[src/rtl/ntc_pkg.sv]
// ----------------------------------------------------------------------------
// ntc_pkg
// Type codes, pipeline beat types and helpers for the numeric type cast.
// ----------------------------------------------------------------------------
package ntc_pkg;

  typedef enum logic [3:0] {
    TY_U8  = 4'd0,
    TY_S8  = 4'd1,
    TY_U16 = 4'd2,
    TY_S16 = 4'd3,
    TY_U32 = 4'd4,
    TY_S32 = 4'd5,
    TY_U64 = 4'd6,
    TY_S64 = 4'd7,
    TY_F32 = 4'd8,
    TY_F64 = 4'd9
  } type_e;

  typedef enum logic [1:0] {
    MODE_ZERO,    // unused type code: result zero
    MODE_PASS,    // result fully formed in decode
    MODE_TO_FLT,  // round to binary32 / binary64
    MODE_TO_INT   // truncate and saturate to integer
  } mode_e;

  localparam logic CFG_SRC = 1'b0;
  localparam logic CFG_DST = 1'b1;

  // decode / normalize beat: value = mant * 2^(exp - 63)
  typedef struct packed {
    logic        valid;
    logic        last;
    mode_e       mode;
    logic [3:0]  dst;
    logic        sign;
    logic        zero;
    logic [12:0] exp;
    logic [63:0] mant;
    logic [63:0] bits;
    logic        flag;
  } norm_t;

  // aligned beat: q is the kept part, rnd / stk the guard and sticky bits
  typedef struct packed {
    logic        valid;
    logic        last;
    mode_e       mode;
    logic [3:0]  dst;
    logic        sign;
    logic        zero;
    logic        sub;
    logic [12:0] exp;
    logic [63:0] q;
    logic        rnd;
    logic        stk;
    logic [63:0] bits;
    logic        flag;
  } algn_t;

  typedef struct packed {
    logic        valid;
    logic        last;
    logic [63:0] bits;
    logic        flag;
  } res_t;

  function automatic logic [6:0] int_bits(logic [3:0] t);
    int_bits = 7'd8 << t[2:1];
  endfunction

  function automatic logic [63:0] type_mask(logic [3:0] t);
    logic [63:0] m;
    case (t)
      TY_F32:                 m = 64'h0000_0000_FFFF_FFFF;
      TY_F64, TY_U64, TY_S64: m = '1;
      default:                m = (64'h1 << int_bits(t)) - 64'h1;
    endcase
    type_mask = m;
  endfunction

  // leading zero count, 64 for an all-zero word
  function automatic logic [6:0] lzc64(logic [63:0] v);
    logic [6:0] n;
    n = 7'd64;
    for (int i = 0; i < 64; i++) begin
      if (v[i]) begin
        n = 7'(63 - i);
      end
    end
    lzc64 = n;
  endfunction

endpackage

[src/rtl/numeric_type_cast.sv]
// ----------------------------------------------------------------------------
// numeric_type_cast
// Casts one element per beat between u8..s64, binary32 and binary64.
// ----------------------------------------------------------------------------
// Takes one beat every clock and returns its result through the four register
// stages (decode, normalize, align, round/saturate). busy is never raised, and
// result beats carry no back-pressure: result_valid_o marks each beat for one
// cycle. Integers narrow by keeping low bits and widen by sign or zero
// extension; integer to float and binary64 to binary32 round to nearest even;
// float to integer truncates toward zero, saturating out-of-range values and
// mapping NaN to zero, both with out_of_range_o set. The user must write the
// type registers through cfg_we_i / cfg_idx_i / cfg_wdata_i only while no beat
// is in flight; the block itself does not enforce this.
module numeric_type_cast
  import ntc_pkg::*;
(
  input  logic        clk_i,
  input  logic        rst_ni,
  input  logic        cfg_we_i,
  input  logic        cfg_idx_i,
  input  logic [3:0]  cfg_wdata_i,
  input  logic        start,
  output logic        busy,
  input  logic [63:0] value_bits_i,
  input  logic        last_element_i,
  output logic        result_valid_o,
  output logic [63:0] result_bits_o,
  output logic        out_of_range_o,
  output logic        last_out_o
);

  logic [3:0] src_q, dst_q;
  norm_t      s1_d, s1_q, s2_d, s2_q;
  algn_t      s3_d, s3_q;
  res_t       out_d, out_q;

  // configuration
  always_ff @(posedge clk_i or negedge rst_ni) begin
    if (!rst_ni) begin
      src_q <= TY_U8;
      dst_q <= TY_U8;
    end else if (cfg_we_i) begin
      if (cfg_idx_i == CFG_SRC) begin
        src_q <= cfg_wdata_i;
      end else begin
        dst_q <= cfg_wdata_i;
      end
    end
  end

  assign busy = 1'b0;

  // --------------------------------------------------------------------------
  // stage 1: decode the source into sign / exponent / mantissa, or form the
  // result directly for int-to-int, same-type, NaN and inf-to-float cases
  // --------------------------------------------------------------------------
  logic [63:0] raw, sxt;
  logic [7:0]  e32;
  logic [10:0] e64;
  logic        nan32, inf32, nan64, inf64;

  always_comb begin
    raw   = value_bits_i & type_mask(src_q);
    sxt   = raw;
    if (src_q < TY_F32 && src_q[0] && raw[6'(int_bits(src_q) - 7'd1)]) begin
      sxt = raw | ~type_mask(src_q);
    end
    e32   = raw[30:23];
    e64   = raw[62:52];
    nan32 = (e32 == 8'hFF) && (raw[22:0] != '0);
    inf32 = (e32 == 8'hFF) && (raw[22:0] == '0);
    nan64 = (e64 == 11'h7FF) && (raw[51:0] != '0);
    inf64 = (e64 == 11'h7FF) && (raw[51:0] == '0);

    s1_d       = '0;
    s1_d.valid = start;
    s1_d.last  = last_element_i;
    s1_d.dst   = dst_q;
    s1_d.mode  = MODE_ZERO;

    if (src_q <= TY_F64 && dst_q <= TY_F64) begin
      if (src_q < TY_F32) begin
        if (dst_q < TY_F32) begin
          s1_d.mode = MODE_PASS;
          s1_d.bits = sxt & type_mask(dst_q);
        end else begin
          s1_d.mode = MODE_TO_FLT;
          s1_d.sign = src_q[0] & sxt[63];
          s1_d.mant = s1_d.sign ? (~sxt + 64'h1) : sxt;
          s1_d.exp  = 13'd63;
        end
      end else if (src_q == dst_q) begin
        s1_d.mode = MODE_PASS;
        s1_d.bits = raw;
      end else if (src_q == TY_F32) begin
        s1_d.sign = raw[31];
        s1_d.mant = {(e32 != '0), raw[22:0], 40'b0};
        s1_d.exp  = 13'((e32 == '0) ? 8'd1 : e32) - 13'd127;
        s1_d.mode = (dst_q == TY_F64) ? MODE_TO_FLT : MODE_TO_INT;
        if (nan32) begin
          s1_d.mode = MODE_PASS;
          if (dst_q == TY_F64) begin
            s1_d.bits = {raw[31], 12'hFFF, raw[21:0], 29'b0};
          end else begin
            s1_d.flag = 1'b1;
          end
        end else if (inf32 && dst_q == TY_F64) begin
          s1_d.mode = MODE_PASS;
          s1_d.bits = {raw[31], 11'h7FF, 52'b0};
        end
      end else begin
        s1_d.sign = raw[63];
        s1_d.mant = {(e64 != '0), raw[51:0], 11'b0};
        s1_d.exp  = 13'((e64 == '0) ? 11'd1 : e64) - 13'd1023;
        s1_d.mode = (dst_q == TY_F32) ? MODE_TO_FLT : MODE_TO_INT;
        if (nan64) begin
          s1_d.mode = MODE_PASS;
          if (dst_q == TY_F32) begin
            s1_d.bits = {32'b0, raw[63], 9'h1FF, raw[50:29]};
          end else begin
            s1_d.flag = 1'b1;
          end
        end else if (inf64 && dst_q == TY_F32) begin
          s1_d.mode = MODE_PASS;
          s1_d.bits = {32'b0, raw[63], 8'hFF, 23'b0};
        end
      end
    end
  end

  // --------------------------------------------------------------------------
  // stage 2: normalize so the mantissa MSB sits at bit 63
  // --------------------------------------------------------------------------
  logic [6:0] lz;

  always_comb begin
    lz        = lzc64(s1_q.mant);
    s2_d      = s1_q;
    s2_d.mant = s1_q.mant << lz;
    s2_d.exp  = s1_q.exp - 13'(lz);
    s2_d.zero = (s1_q.mant == '0);
  end

  // --------------------------------------------------------------------------
  // stage 3: align. Float targets keep p bits (fewer when subnormal); integer
  // targets keep the integer part. Guard and sticky fall out of one shifter.
  // --------------------------------------------------------------------------
  logic signed [13:0] exps, shf, dsum;
  logic        [6:0]  dsh;
  logic        [127:0] ext;

  always_comb begin
    exps = $signed({s2_q.exp[12], s2_q.exp});
    shf  = '0;
    s3_d = '0;
    if (s2_q.mode == MODE_TO_FLT) begin
      shf  = (s2_q.dst == TY_F32) ? (-14'sd126 - exps) : (-14'sd1022 - exps);
      dsum = ((s2_q.dst == TY_F32) ? 14'sd40 : 14'sd11) + ((shf > 0) ? shf : 14'sd0);
    end else begin
      dsum = 14'sd63 - exps;
      if (dsum < 0) begin
        dsum = '0;
      end
    end
    dsh = (dsum > 14'sd65) ? 7'd65 : dsum[6:0];
    ext = {s2_q.mant, 64'b0} >> dsh;

    s3_d.valid = s2_q.valid;
    s3_d.last  = s2_q.last;
    s3_d.mode  = s2_q.mode;
    s3_d.dst   = s2_q.dst;
    s3_d.sign  = s2_q.sign;
    s3_d.zero  = s2_q.zero;
    s3_d.sub   = (s2_q.mode == MODE_TO_FLT) && (shf > 0);
    s3_d.exp   = s2_q.exp;
    s3_d.q     = ext[127:64];
    s3_d.rnd   = ext[63];
    s3_d.stk   = |ext[62:0];
    s3_d.bits  = s2_q.bits;
    s3_d.flag  = s2_q.flag;
  end

  // --------------------------------------------------------------------------
  // stage 4: round to nearest even and pack, or saturate to integer.
  // Packing adds the rounded significand onto (biased exponent - 1) so the
  // hidden bit and any rounding carry land in the exponent field.
  // --------------------------------------------------------------------------
  logic signed [12:0] ex;
  logic               inc;
  logic [24:0]        m25;
  logic [53:0]        m54;
  logic [7:0]         eb8;
  logic [10:0]        eb11;
  logic [30:0]        sum31;
  logic [62:0]        sum63;
  logic [6:0]         nb;
  logic [63:0]        half, imask, ival;

  always_comb begin
    ex    = $signed(s3_q.exp);
    inc   = s3_q.rnd & (s3_q.stk | s3_q.q[0]);
    m25   = {1'b0, s3_q.q[23:0]} + 25'(inc);
    m54   = {1'b0, s3_q.q[52:0]} + 54'(inc);
    eb8   = s3_q.sub ? 8'd0 : 8'(s3_q.exp + 13'd126);
    eb11  = s3_q.sub ? 11'd0 : 11'(s3_q.exp + 13'd1022);
    sum31 = {eb8, 23'b0} + {6'b0, m25};
    sum63 = {eb11, 52'b0} + {9'b0, m54};
    nb    = int_bits(s3_q.dst);
    half  = 64'h1 << (nb - 7'd1);
    imask = type_mask(s3_q.dst);
    ival  = (s3_q.sign ? (~s3_q.q + 64'h1) : s3_q.q) & imask;

    out_d       = '0;
    out_d.valid = s3_q.valid;
    out_d.last  = s3_q.last;
    case (s3_q.mode)
      MODE_PASS: begin
        out_d.bits = s3_q.bits;
        out_d.flag = s3_q.flag;
      end
      MODE_TO_FLT: begin
        if (s3_q.dst == TY_F32) begin
          if (s3_q.zero) begin
            out_d.bits = {32'b0, s3_q.sign, 31'b0};
          end else if (!s3_q.sub && ex >= 13'sd128) begin
            out_d.bits = {32'b0, s3_q.sign, 8'hFF, 23'b0};
          end else begin
            out_d.bits = {32'b0, s3_q.sign, sum31};
          end
        end else begin
          if (s3_q.zero) begin
            out_d.bits = {s3_q.sign, 63'b0};
          end else if (!s3_q.sub && ex >= 13'sd1024) begin
            out_d.bits = {s3_q.sign, 11'h7FF, 52'b0};
          end else begin
            out_d.bits = {s3_q.sign, sum63};
          end
        end
      end
      MODE_TO_INT: begin
        out_d.bits = ival;
        if (s3_q.dst[0]) begin
          if (s3_q.sign && (ex >= $signed(13'(nb)) || s3_q.q > half)) begin
            out_d.bits = half;
            out_d.flag = 1'b1;
          end else if (!s3_q.sign && ex >= $signed(13'(nb - 7'd1))) begin
            out_d.bits = half - 64'h1;
            out_d.flag = 1'b1;
          end
        end else begin
          if (s3_q.sign && ex >= 13'sd0) begin
            out_d.bits = '0;
            out_d.flag = 1'b1;
          end else if (!s3_q.sign && ex >= $signed(13'(nb))) begin
            out_d.bits = imask;
            out_d.flag = 1'b1;
          end
        end
      end
      default: begin
        out_d.bits = '0;
        out_d.flag = 1'b0;
      end
    endcase
  end

  // pipeline registers, advancing every clock
  always_ff @(posedge clk_i or negedge rst_ni) begin
    if (!rst_ni) begin
      s1_q  <= '0;
      s2_q  <= '0;
      s3_q  <= '0;
      out_q <= '0;
    end else begin
      s1_q  <= s1_d;
      s2_q  <= s2_d;
      s3_q  <= s3_d;
      out_q <= out_d;
    end
  end

  assign result_valid_o = out_q.valid;
  assign result_bits_o  = out_q.bits;
  assign out_of_range_o = out_q.flag;
  assign last_out_o     = out_q.last;

endmodule

[config.mk]
export PLATFORM = sky130hd
export DESIGN_NAME = numeric_type_cast
export DESIGN_NICKNAME = d
export VERILOG_FILES = /design/src/rtl/ntc_pkg.sv /design/src/rtl/numeric_type_cast.sv
export SDC_FILE = /design/constraint.sdc
export NUM_CORES = 2
export LEC_CHECK = 0
export BUFFER_PORTS_ARGS = -buffer_cell sky130_fd_sc_hd__buf_2
export CORE_ASPECT_RATIO = 0.5
export CORE_MARGIN = 3
export CORE_UTILIZATION = 25
export CTS_BUF_LIST = sky130_fd_sc_hd__clkbuf_4 sky130_fd_sc_hd__clkbuf_8 sky130_fd_sc_hd__clkbuf_16
export DETAILED_ROUTE_END_ITERATION = 8
export PLACE_DENSITY = 0.42
export SETUP_SLACK_MARGIN = 0.3
export SLEW_MARGIN = 20
export SYNTH_ARGS = -nofsm -noshare
export SYNTH_HDL_FRONTEND = slang
export SYNTH_SLANG_ARGS = --single-unit
[constraint.sdc]
create_clock -name clk_i -period 9.14 [get_ports clk_i]
set_input_delay 0.914 -clock clk_i [delete_from_list [all_inputs] [get_ports clk_i]]
set_output_delay 0.914 -clock clk_i [all_outputs]
set_load 0.1 [all_outputs]
==> impl_metrics.ini <==
[yosys]
syn_avg_cell_area_sq_um = 8.27
synth_cell_types = 107
synthCells = 4379
synth_nets = 4498
synth_area_sq_mm = 0.0362
ys_warn_count = 0
ys_async_sr_fraction_pct = 100
ys_seq_elements = 532
seq_area_frac_synth_pct = 36.7
synth-main-ff-cell = dfrtp_1
synth_edf_count = 0

[worst_setup_path]
worstPathArrival_ns = 8.85
crit_type = reg -> reg
path_buf_inv = 3
regToRegSetupSlack_ns = 0.81
cp_max_fo = 33
max_stage_delay_ns = 0.75
end_kind = flop
critPathMostFrequentCell = nand4_1
startpoint_type = flop
cp_top_family = simple AND/OR/NAND/NOR gates
crit_slowest_cell = or4b_2
critPathRequiredTime_ns = 9.67

[clock_tree]
clock_sinks = 532
cts_buffer_depth = 3
clk_latency_ns = 0.66
clk_pin_slew_ns = 0.06
cts_tree = done
h-tree-depth = 2
ctsRootBufferMaster = clkbuf_16
cts_made_buffers = 53

[timing]
min_period_ns = 8.33
maxSlewHeadroom_pct = 20.7
min_period_over_period_pct = 91.1
rsz0062_at_grt = no
whs_ns = 0.201
max_freq_ghz = 0.120
skew_ns = 0.0521
fin_tns_setup_ns = 0
worst_pin_slew_ns = 1.18
drv_slew = 0
setup_violations = 0
hold_viol = 0

[final_layout]
final_common_cell = dfrtp_1
drive_gt1_share_pct = 12.2
final_net_count = 4492
layout_common_cells = dfrtp_1 (530), nand2_1 (501), nor2_1 (472)
synthToLayoutAreaGrowth_pct = 14.0

[worst_hold_path]
min_path_type = in -> async

[route]
wirelength_um = 190000
wl_per_cell_um = 30.1
drt_iter0_markers = 4407
ant_nets = 0
vias_per_cell = 5.72
num_vias = 36200
drc = 0
dr.pass1.iters = 6

[grt]
grt_pass1_wl_um = 267000
grt_pass1_vias = 34200
antenna_found_initial = 19
grt_max_degree = 185
gr-total-overflow = 0
grt_use_total_pct = 24.5

[floorplan]
rows = 98
io_pins = 142
die-area_sq_mm = 0.150
die_h_um = 275
core_sq_mm = 0.143
initial_core_util_pct = 25.3
fp.dieW_um = 544

[run]
drv_cap = 0

[place]
dp_hpwl_um = 148000
place_congestion = 0.995
port_buffers = 140

[outcome]
status = finished clean
[path summary, 6_finish.rpt]
| kind | cells after the start | from | end |
|---|---|---|---|
| max | 30 | s2_q[145] | s3_q[65] |
| min | 1 | rst_ni | result_bits_o[11] |
| max reg2reg | 30 | s2_q[145] | s3_q[65] |
| min reg2reg | 0 | s1_q[21] | s2_q[21] |
| max in group asynchronous | 2 | rst_ni | src_q[3] |
| min in group clk_i | 0 | s1_q[21] | s2_q[21] |
[worst register-to-register path, delay by kind of cell, from the launching register on]
family	cells	cell delay (ns)
and+or+nand+nor	12	3.24
adders and majority gates	3	0.98
xor gates and xnor gates	1	0.15
buffers and inverters	3	0.66
muxes	2	0.77
AOI/OAI and AO/OA	9	2.02
DFF	1	0.38
[timing repair]
item / 4_1_cts / 5_1_grt
setup endpoints to repair: 0 / 1
gates resized for setup: 0 / 29
hold buffers: 0 / 0
endpoints found under the hold margin: 0 / 0
setup buffers: 0 / 7
[flip-flops by register name (all words and copies together), names as in the netlist]
signal / count
s1_q: 150
s3_q: 140
s2_q: 139
result_bits_o: 64
ex: 13
exps: 13
dst_q: 4
src_q: 4
out_d: 2
last_out_o: 1
out_of_range_o: 1
result_valid_o: 1
[final cells by class]
cell class                      instances  area, sq um
Fill cell                           15300       102000
Multi-Input combinational cell       3415        21500
Clock inverter                         25          315
Clock buffer                           74         1550
Tap cell                             1900         2380
Antenna cell                           11         27.5
Sequential cell                       532        13300
Timing Repair Buffer                  280         1920
Inverter                               91          342
[routing by layer]
metal / vias up / GRT usage [%] / wire, um
met5: - / 0 / 51
met4: 8 / 4.19 / 3320
met3: 187 / 6.03 / 17900
met2: 1781 / 33.8 / 75800
met1: 18300 / 38.1 / 93200
li1: 15900 / - / -
[cell families (layout without fill, tap and decap cells)]
group                    Yosys count  after routing  synth area share (%)
AND/OR/NAND/NOR                 1531           1531                  19.4
multiplexers                     260            260                  7.48
XOR/XNOR                         226            226                  5.46
adder cells (fa/ha/maj)           45             45                  1.60
AO/OA/AOI/OAI                   1352           1352                  24.5
flip-flops                       532            532                  36.7
other                              1             12                0.0104
buffers and inverters            432            470                  4.75
[synth_stat cells (48+ instances only)]
library cell,n,area share (%)
nand2_1,504,5.2
o221ai_1,49,1.2
nor2_1,475,4.9
dfrtp_1,532,37
buf_1,48,0.50
nor3_1,128,1.8
xnor2_1,134,3.2
nand3_1,98,1.4
xor2_1,92,2.2
a31oi_1,74,1.3
mux2i_1,211,5.8
o22ai_1,71,1.2
inv_1,88,0.91
a22oi_1,71,1.5
clkbuf_1,245,2.5
o21ai_0,292,4.0
a21oi_1,361,5.0
[metrics by stage]
| step | std cells | utilization, % | setup WS (ns) | area [sq um] |
|---|---|---|---|---|
| after floorplan | 4379 | - | 2.15 | 36200 |
| after global placement | 6211 | 27.3 | 0.316 | 39200 |
| after detailed placement | 6211 | 27.3 | 0.362 | 39200 |
| after CTS | 6310 | 28.6 | 0.341 | 41100 |
| after global routing | 6317 | 28.8 | 0.349 | 41300 |
| final | 6328 | 28.8 | 0.813 | 41300 |
Power is not shown: default switching activity piles up to over one toggle a cycle in this logic, so the estimate is an artifact.
